===== src/rtl/core/rsa_pkg.sv =====
// Shared types and constants for the record sort-by-average block.
// No dependencies; imported by rsa_ctrl, rsa_dp and record_sort_by_average.
package rsa_pkg;

  localparam int unsigned MAX_RECORDS_DEF = 64;

  localparam int unsigned ROLL_W = 16;
  localparam int unsigned MARK_W = 8;
  localparam int unsigned KEY_W  = 8;
  localparam int unsigned REC_W  = ROLL_W + KEY_W;
  localparam int unsigned SUM_W  = MARK_W + 2;

  // floor(sum / 3) == (sum * 683) >> 11 for every sum up to 765
  localparam int unsigned DIV3_MUL   = 683;
  localparam int unsigned DIV3_MUL_W = 11;
  localparam int unsigned DIV3_SHIFT = 11;
  localparam int unsigned PROD_W     = SUM_W + DIV3_MUL_W;

  typedef struct packed {
    logic store;      // write incoming record
    logic scan_clr;   // restart a minimum search pass
    logic scan_rd;    // read next stored entry
    logic emit_done;  // current minimum taken by the sink
    logic batch_clr;  // run finished, empty the store
  } dp_cmd_t;

  typedef struct packed {
    logic issue_last; // read pointer at the last stored entry
    logic run_end;    // the record on output is the last of the run
  } dp_sts_t;

endpackage


===== src/rtl/core/rsa_ctrl.sv =====
// Controller FSM for the record sort-by-average block.
// Depends on rsa_pkg; drives the handshakes and the datapath commands.
module rsa_ctrl (
  input  logic              clk,
  input  logic              rst_n,
  input  logic              in_tvalid,
  input  logic              in_tlast,
  output logic              in_tready,
  output logic              out_tvalid,
  input  logic              out_tready,
  input  rsa_pkg::dp_sts_t  sts,
  output rsa_pkg::dp_cmd_t  cmd
);
  import rsa_pkg::*;

  typedef enum logic [1:0] {
    ST_IDLE,
    ST_SCAN,
    ST_SETTLE,
    ST_EMIT
  } state_t;

  state_t state_r, state_nxt;
  logic   in_tready_r;
  logic   out_tvalid_r;

  always_comb begin
    state_nxt = state_r;
    cmd       = '0;
    unique case (state_r)
      ST_IDLE: begin
        if (in_tvalid && in_tready_r) begin
          cmd.store = 1'b1;
          if (in_tlast) begin
            cmd.scan_clr = 1'b1;
            state_nxt    = ST_SCAN;
          end
        end
      end
      ST_SCAN: begin
        cmd.scan_rd = 1'b1;
        if (sts.issue_last) begin
          state_nxt = ST_SETTLE;
        end
      end
      ST_SETTLE: begin
        state_nxt = ST_EMIT;
      end
      ST_EMIT: begin
        if (out_tready) begin
          cmd.emit_done = 1'b1;
          if (sts.run_end) begin
            cmd.batch_clr = 1'b1;
            state_nxt     = ST_IDLE;
          end else begin
            cmd.scan_clr = 1'b1;
            state_nxt    = ST_SCAN;
          end
        end
      end
    endcase
  end

  always_ff @(posedge clk) begin
    if (!rst_n) begin
      state_r      <= ST_IDLE;
      in_tready_r  <= 1'b0;
      out_tvalid_r <= 1'b0;
    end else begin
      state_r      <= state_nxt;
      in_tready_r  <= (state_nxt == ST_IDLE);
      out_tvalid_r <= (state_nxt == ST_EMIT);
    end
  end

  assign in_tready  = in_tready_r;
  assign out_tvalid = out_tvalid_r;

  a_no_overlap: assert property (@(posedge clk) disable iff (!rst_n)
    !(in_tready_r && out_tvalid_r))
    else $error("input and output open together");

  a_run_end_idle: assert property (@(posedge clk) disable iff (!rst_n)
    (out_tvalid_r && out_tready && sts.run_end) |=> in_tready_r)
    else $error("no return to collect after final result");

endmodule


===== src/rtl/core/rsa_dp.sv =====
// Datapath for the record sort-by-average block: key unit, record memory,
// minimum search over the stored records and output registers. Uses rsa_pkg.
module rsa_dp #(
  parameter int unsigned MAX_RECORDS = rsa_pkg::MAX_RECORDS_DEF
) (
  input  logic                          clk,
  input  logic                          rst_n,
  input  rsa_pkg::dp_cmd_t              cmd,
  output rsa_pkg::dp_sts_t              sts,
  input  logic [rsa_pkg::ROLL_W-1:0]    roll_number,
  input  logic [rsa_pkg::MARK_W-1:0]    mark_a,
  input  logic [rsa_pkg::MARK_W-1:0]    mark_b,
  input  logic [rsa_pkg::MARK_W-1:0]    mark_c,
  output logic [rsa_pkg::ROLL_W-1:0]    out_roll_number,
  output logic [rsa_pkg::KEY_W-1:0]     out_average,
  output logic                          out_last,
  output logic                          overflowed
);
  import rsa_pkg::*;

  localparam int unsigned AW = $clog2(MAX_RECORDS);
  localparam int unsigned CW = $clog2(MAX_RECORDS + 1);

  logic [REC_W-1:0]   mem [MAX_RECORDS];

  logic [CW-1:0]      count_r;
  logic               ovf_r;
  logic [CW-1:0]      rd_ptr_r;
  logic [REC_W-1:0]   rd_data_r;
  logic [AW-1:0]      rd_idx_r;
  logic               rd_vld_r;
  logic               prev_vld_r;
  logic [KEY_W-1:0]   prev_key_r;
  logic [AW-1:0]      prev_idx_r;
  logic [CW-1:0]      out_cnt_r;
  logic               best_vld_r;
  logic [REC_W-1:0]   best_rec_r;
  logic [AW-1:0]      best_idx_r;

  logic [SUM_W-1:0]   sum;
  logic [PROD_W-1:0]  prod;
  logic [KEY_W-1:0]   avg;
  logic [REC_W-1:0]   new_rec;
  logic               has_room;
  logic               fresh;
  logic               take;
  logic [CW-1:0]      last_pos;

  assign sum  = SUM_W'(mark_a) + SUM_W'(mark_b) + SUM_W'(mark_c);
  assign prod = PROD_W'(sum) * PROD_W'(DIV3_MUL);
  assign avg  = prod[DIV3_SHIFT +: KEY_W];
  assign new_rec  = {roll_number, avg};
  assign has_room = (count_r < CW'(MAX_RECORDS));
  assign last_pos = count_r - CW'(1);

  // records already emitted sort at or before the last {key, index} taken
  assign fresh = !prev_vld_r || (rd_data_r[KEY_W-1:0] > prev_key_r) ||
                 ((rd_data_r[KEY_W-1:0] == prev_key_r) && (rd_idx_r > prev_idx_r));

  // strict compare keeps the earliest record among equal keys
  assign take = rd_vld_r && fresh &&
                (!best_vld_r || (rd_data_r[KEY_W-1:0] < best_rec_r[KEY_W-1:0]));

  always_ff @(posedge clk) begin
    if (cmd.store && has_room) begin
      mem[count_r[AW-1:0]] <= new_rec;
    end
  end

  always_ff @(posedge clk) begin
    rd_data_r <= mem[rd_ptr_r[AW-1:0]];
    rd_idx_r  <= rd_ptr_r[AW-1:0];
    if (take) begin
      best_rec_r <= rd_data_r;
      best_idx_r <= rd_idx_r;
    end
    if (cmd.emit_done) begin
      prev_key_r <= best_rec_r[KEY_W-1:0];
      prev_idx_r <= best_idx_r;
    end
  end

  always_ff @(posedge clk) begin
    if (!rst_n) begin
      count_r    <= '0;
      ovf_r      <= 1'b0;
      rd_ptr_r   <= '0;
      rd_vld_r   <= 1'b0;
      prev_vld_r <= 1'b0;
      out_cnt_r  <= '0;
      best_vld_r <= 1'b0;
    end else begin
      rd_vld_r <= cmd.scan_rd;
      if (cmd.store) begin
        if (has_room) begin
          count_r <= count_r + CW'(1);
        end else begin
          ovf_r <= 1'b1;
        end
      end
      if (cmd.scan_clr) begin
        rd_ptr_r   <= '0;
        best_vld_r <= 1'b0;
      end else begin
        if (cmd.scan_rd) begin
          rd_ptr_r <= rd_ptr_r + CW'(1);
        end
        if (take) begin
          best_vld_r <= 1'b1;
        end
      end
      if (cmd.batch_clr) begin
        count_r    <= '0;
        ovf_r      <= 1'b0;
        prev_vld_r <= 1'b0;
        out_cnt_r  <= '0;
      end else if (cmd.emit_done) begin
        prev_vld_r <= 1'b1;
        out_cnt_r  <= out_cnt_r + CW'(1);
      end
    end
  end

  assign sts.issue_last = (rd_ptr_r == last_pos);
  assign sts.run_end    = (out_cnt_r == last_pos);

  assign out_roll_number = best_rec_r[REC_W-1:KEY_W];
  assign out_average     = best_rec_r[KEY_W-1:0];
  assign out_last        = sts.run_end;
  assign overflowed      = ovf_r;

  a_count_cap: assert property (@(posedge clk) disable iff (!rst_n)
    count_r <= CW'(MAX_RECORDS))
    else $error("record count above capacity");

  a_emit_found: assert property (@(posedge clk) disable iff (!rst_n)
    cmd.emit_done |-> best_vld_r &&
      (!prev_vld_r || (best_rec_r[KEY_W-1:0] >= prev_key_r)))
    else $error("emitting without a fresh minimum");

  a_out_in_range: assert property (@(posedge clk) disable iff (!rst_n)
    cmd.emit_done |-> (out_cnt_r < count_r))
    else $error("more results than stored records");

endmodule


===== src/rtl/core/record_sort_by_average.sv =====
// Top level of the record sort-by-average block.
// Depends on rsa_pkg, rsa_ctrl and rsa_dp.
//
//  channel | dir | data                                     | end marker
//  in_*    | in  | roll_number, mark_a, mark_b, mark_c      | in_tlast = final record
//  out_*   | out | roll_number, average; tuser = overflowed | out_tlast = last result
//
// Collect: one record per cycle while in_tready is high.
// Output: for a run of n records each result takes one search pass over
//   the record memory (n reads, one port), then the SETTLE and EMIT states;
//   in_tready is back the cycle after the last result.
// Reset: synchronous, rst_n low; the record memory itself is not cleared.
// Stalls: out_tready low holds the current result; no input is taken then.
module record_sort_by_average #(
  parameter int unsigned MAX_RECORDS = rsa_pkg::MAX_RECORDS_DEF
) (
  input  logic        clk,
  input  logic        rst_n,
  input  logic        in_tvalid,
  output logic        in_tready,
  // [15:0] roll_number, [23:16] mark_a, [31:24] mark_b, [39:32] mark_c
  input  logic [39:0] in_tdata,
  input  logic        in_tlast,
  output logic        out_tvalid,
  input  logic        out_tready,
  // [15:0] roll_number, [23:16] average
  output logic [23:0] out_tdata,
  output logic        out_tlast,
  // [0] overflowed
  output logic        out_tuser
);
  import rsa_pkg::*;

  dp_cmd_t            cmd;
  dp_sts_t            sts;
  logic [ROLL_W-1:0]  res_roll;
  logic [KEY_W-1:0]   res_avg;

  rsa_ctrl u_ctrl (
    .clk        (clk),
    .rst_n      (rst_n),
    .in_tvalid  (in_tvalid),
    .in_tlast   (in_tlast),
    .in_tready  (in_tready),
    .out_tvalid (out_tvalid),
    .out_tready (out_tready),
    .sts        (sts),
    .cmd        (cmd)
  );

  rsa_dp #(
    .MAX_RECORDS (MAX_RECORDS)
  ) u_dp (
    .clk             (clk),
    .rst_n           (rst_n),
    .cmd             (cmd),
    .sts             (sts),
    .roll_number     (in_tdata[15:0]),
    .mark_a          (in_tdata[23:16]),
    .mark_b          (in_tdata[31:24]),
    .mark_c          (in_tdata[39:32]),
    .out_roll_number (res_roll),
    .out_average     (res_avg),
    .out_last        (out_tlast),
    .overflowed      (out_tuser)
  );

  assign out_tdata = {res_avg, res_roll};

endmodule


===== config.mk =====
export PLATFORM = sky130hd
export DESIGN_NAME = record_sort_by_average
export DESIGN_NICKNAME = d
export VERILOG_FILES = /design/src/rtl/core/rsa_pkg.sv /design/src/rtl/core/rsa_ctrl.sv /design/src/rtl/core/rsa_dp.sv /design/src/rtl/core/record_sort_by_average.sv
export SDC_FILE = /design/constraint.sdc
export NUM_CORES = 2
export LEC_CHECK = 0
export BUFFER_PORTS_ARGS = -buffer_cell sky130_fd_sc_hd__buf_2
export CAP_MARGIN = 5
export CORE_ASPECT_RATIO = 1.4
export CORE_MARGIN = 8
export CORE_UTILIZATION = 45
export CTS_CLUSTER_DIAMETER = 200
export DETAILED_ROUTE_END_ITERATION = 16
export PLACE_DENSITY = 0.71
export SYNTH_ARGS = -nofsm -noshare
export SYNTH_HDL_FRONTEND = slang
export SYNTH_SLANG_ARGS = --single-unit

===== constraint.sdc =====
create_clock -name clk -period 13 [get_ports clk]
set_clock_uncertainty 0.15 [all_clocks]
set_input_delay 1.95 -clock clk [delete_from_list [all_inputs] [get_ports clk]]
set_output_delay 1.95 -clock clk [all_outputs]
set_load 0.005 [all_outputs]

==> results.txt <==
The worst slew margin relative to its limit is 15.9%. Post-CTS repair changed the size of 0 cells. For the number of warnings issued by yosys, the log shows 0. The largest single stage delay on the critical path is 1.04 ns.

The tools report the count of standard-cell rows as 164. Setup violations remaining at the end of the flow were counted as 0. The core region is 143,000 µm². The critical path in this run is classified as input port to register. The detailed router placed 29,500 vias in this run. The count of buffers inserted at the top-level ports is 72. First-pass iteration count of the detailed router: 5.

The worst hold path belongs to the class register to register. TritonCTS created 141 clock buffers. The number of max-slew violations in the final report was 0. The run gives 3 as the maximum root-to-sink buffer count. Of the cells placed in the final design, the portion with a size suffix greater than 1 is 29.6%.

After synthesis, the mean cell area works out to 22.8 µm². For the number of maximum-capacitance constraint violations, the log shows 0. Cell taking the most area after synthesis: sky130_fd_sc_hd__edfxtp_1. Number of register bits inferred by synthesis: 1,639. In this run the critical register-to-register path is launched from u_dp.rd_ptr_r[1]$_SDFFE_PP0P_. The total wire length after detailed routing is 145,000 µm. Dominant combinational cell family by area after synthesis: multiplexers.

After detailed routing, the number of vias per cell comes to 5.88. In the post-synthesis netlist, the cell with the most instances is sky130_fd_sc_hd__edfxtp_1. STA puts the critical path data required time at 13.25 ns. The number of global-route vias before repair was 30,400; the full die area was 156,000 µm². For this run, design rule violations remaining after detail routing come to 0. The HPWL after detailed placement is 81,600 µm.

The most frequent cell on the critical path is sky130_fd_sc_hd__ha_1. The top cell type by area accounts for 73.3% of the synthesized area. TritonCTS built the clock tree. The number of enable flip-flop cells after synthesis was 1,580; the count of routing violations after the opening detailed-route iteration was 3,161. For the worst flop-to-flop path, the logic depth is 5. In the synthesized netlist, the number of instances is 2,842. In the synthesized netlist the dominant register cell turns out to be sky130_fd_sc_hd__edfxtp_1. The distinct cell type count of the synthesized netlist was 56. Measured against the total synthesized area, the mux share comes to 17.6%.

The run finished with clean final reports. Hold path endpoint: u_dp.best_rec_r[10]$_DFFE_PP_. Derived from the worst setup path, the maximum achievable clock frequency is 0.109 GHz. The post-synthesis async set-or-reset flop share works out to 0%.

The aggregate global-route resource usage came out at 18.5%. Measured along the y axis, the die boundary spans 465 µm. The initial antenna violation count is 14, and the final number of hold-violating endpoints is 0. Routability-driven placement finished with a final weighted congestion of 0.789.

When the netlist entered floorplanning its net count stood at 3,014. Buffers added to address setup during post-CTS repair amount to 0. Routed length per placed instance: 28.9 µm. Entering global routing, the biggest net connects 132 pins. The net total in the final layout was 3,171; the initial core utilization was 45.3%. The clock latency at the later pin of the worst-skew pair was 0.75 ns. The worst hold path passes through 0 cells.

Kind of cell adding the most delay to the critical path: adder cells. The final critical path takes up 70.8% of the cycle. By area the synthesized netlist is led by sky130_fd_sc_hd__edfxtp_1 73%, sky130_fd_sc_hd__mux4_2 18%, sky130_fd_sc_hd__ha_1 2.0%.

Final setup TNS: 0 ns. In this run the worst setup path begins at in_tdata[16]. For this design, the CTS-stage hold fixing added 0 buffers. In this run the remaining antenna-violating nets after routing total 0. STA classifies the critical path endpoint as a register. The kind of start point of the critical path was an input port. The clock net in this run drives a total of 1,639 sinks.

The cell area after synthesis was 64,700 µm²; the xor and xnor area share after synthesis was 0.820%. Die boundary width: 336 µm. The run gives 4 as the number of levels in the clock H-tree.

The endpoint identified for the worst register-to-register timing path is u_dp.rd_data_r[20]$_DFF_P_. In this run the most critical hold path is launched from u_dp.rd_data_r[10]$_DFF_P_. The cell sitting at the root of the clock tree is a sky130_fd_sc_hd__clkbuf_16. The clock-pin slew on the worst setup and hold paths works out to 0.07 ns. The tools report the fill cell instance count of the final layout as 11,000. The run gives 0 as the final global-route overflow total.

The slowest stage cell on the critical path is sky130_fd_sc_hd__xnor3_2. The end-of-flow core utilization was 50.7%. The sequential cell area fraction in the yosys report was 75.2%. Setup repair after global routing left no endpoint under its margin. The setup check on the worst reg-to-reg path leaves a slack of 8.49 ns.

The slew at the pin with the worst max-slew slack is 1.26 ns. Compared with the post-synthesis result, the final layout area differs by 11.9%. The first global-routing pass estimated 210,000 µm of wire. In this run the count of I/O pins placed on the die edge is 73. Subtracting the final worst setup slack from the clock period gives 9.20 ns.

Counting both buffers and inverters, the worst setup path holds a total of 5. After Yosys synthesis, and, or, nand and nor cells account for 1.45% of the synthesized area. Summing the areas of all fa, ha and maj instances in the mapped netlist gives 2.74% of the synthesized area.

Of all nets on the critical path, the largest fanout is 64. The commonest cells after synthesis are 1,580 x sky130_fd_sc_hd__edfxtp_1, 504 x sky130_fd_sc_hd__mux4_2, 120 x sky130_fd_sc_hd__nor2_1. The fraction of the mapped netlist area in compound gates is 0.859%. At the worst endpoint, the arrival time is 9.45 ns.
-- flip-flops by register name (all words and copies together) (netlist names) --
signal             flops
u_dp.overflowed        1
u_dp.best_rec_r       24
u_dp.rd_idx_r          6
u_dp.out_cnt_r         7
u_dp.best_vld_r        1
u_dp.prev_key_r        8
u_dp.mem            1536
u_dp.prev_idx_r        6
u_dp.rd_ptr_r          7
u_dp.prev_vld_r        1
u_ctrl.out_tvalid      1
u_ctrl.in_tready       1
u_dp.rd_vld_r          1
u_ctrl.state_r         2
u_dp.count_r           7
u_dp.rd_data_r        24
u_dp.best_idx_r        6
-- layer usage --
metal | share of wire [%] | vias up | track usage [%] | wire, µm
met3 | 6.9 | 226 | 3.26 | 10100
li1 | - | 12200 | - | -
met2 | 53 | 1202 | 32.6 | 76400
met1 | 38 | 15800 | 23.4 | 54500
met5 | 0.019 | - | 0 | 27
met4 | 2.7 | 4 | 5.38 | 3870
-- cell type report --
class	instances	area (µm²)	area share, %
multi-input cells	993	15700	21.7
well taps	1909	2390	3.30
repair buffers	141	941	1.30
diodes	2	5.00	0.00691
inverters	83	312	0.430
clock inverters	72	623	0.861
clock buffers	180	3760	5.19
flip-flops and latches	1639	48600	67.2
-- worst max-delay path by stage --
stage | cells past startpoint | to | slack, ns
after floorplan | 28 | u_dp.mem[0][6]$_DFFE_PP_ | 2.66
after global placement | 28 | u_dp.mem[4][7]$_DFFE_PP_ | 3.16
after detailed placement | 28 | u_dp.mem[6][7]$_DFFE_PP_ | 3.05
after CTS | 28 | u_dp.mem[6][7]$_DFFE_PP_ | 3.85
after global routing | 28 | u_dp.mem[10][7]$_DFFE_PP_ | 3.35
final | 28 | u_dp.mem[10][7]$_DFFE_PP_ | 3.80
-- per-stage QoR --
step / hold slack, ns / cells / setup slack [ns] / area (µm²)
global route: 0.269 / 5018 / 3.35 / 72400
floorplan: 0.179 / 2842 / 2.66 / 64700
detailed placement: 0.249 / 4764 / 3.05 / 68000
CTS: 0.261 / 5016 / 3.85 / 72400
finish: 0.259 / 5019 / 3.80 / 72400
global placement: 0.240 / 4764 / 3.16 / 68000
-- logic make-up (layout without fill, tap and decap cells) --
| group | count (synthesis) | count (layout) |
|---|---|---|
| muxes | 505 | 505 |
| other | 0 | 2 |
| xor gates and xnor gates | 59 | 59 |
| buffers and inverters | 210 | 476 |
| adders and majority gates | 128 | 128 |
| DFF | 1639 | 1639 |
| and+or+nand+nor | 213 | 213 |
| AOI/OAI and AO/OA | 88 | 88 |
-- placed cells by master (no fill, tap or decap), types with 30 or more instances in the layout --
master                      instances
sky130_fd_sc_hd__dfxtp_1           53
sky130_fd_sc_hd__edfxtp_1        1580
sky130_fd_sc_hd__buf_2             72
sky130_fd_sc_hd__clkbuf_1          32
sky130_fd_sc_hd__nand2_1           31
sky130_fd_sc_hd__nor2_4            64
sky130_fd_sc_hd__inv_1             81
sky130_fd_sc_hd__buf_4             64
sky130_fd_sc_hd__clkbuf_16        142
sky130_fd_sc_hd__nor2_1            55
sky130_fd_sc_hd__ha_1             104
sky130_fd_sc_hd__xnor2_1           30
sky130_fd_sc_hd__mux4_2           504
Power is not shown: default switching activity piles up to over one toggle a cycle in this logic, so the estimate is an artifact.
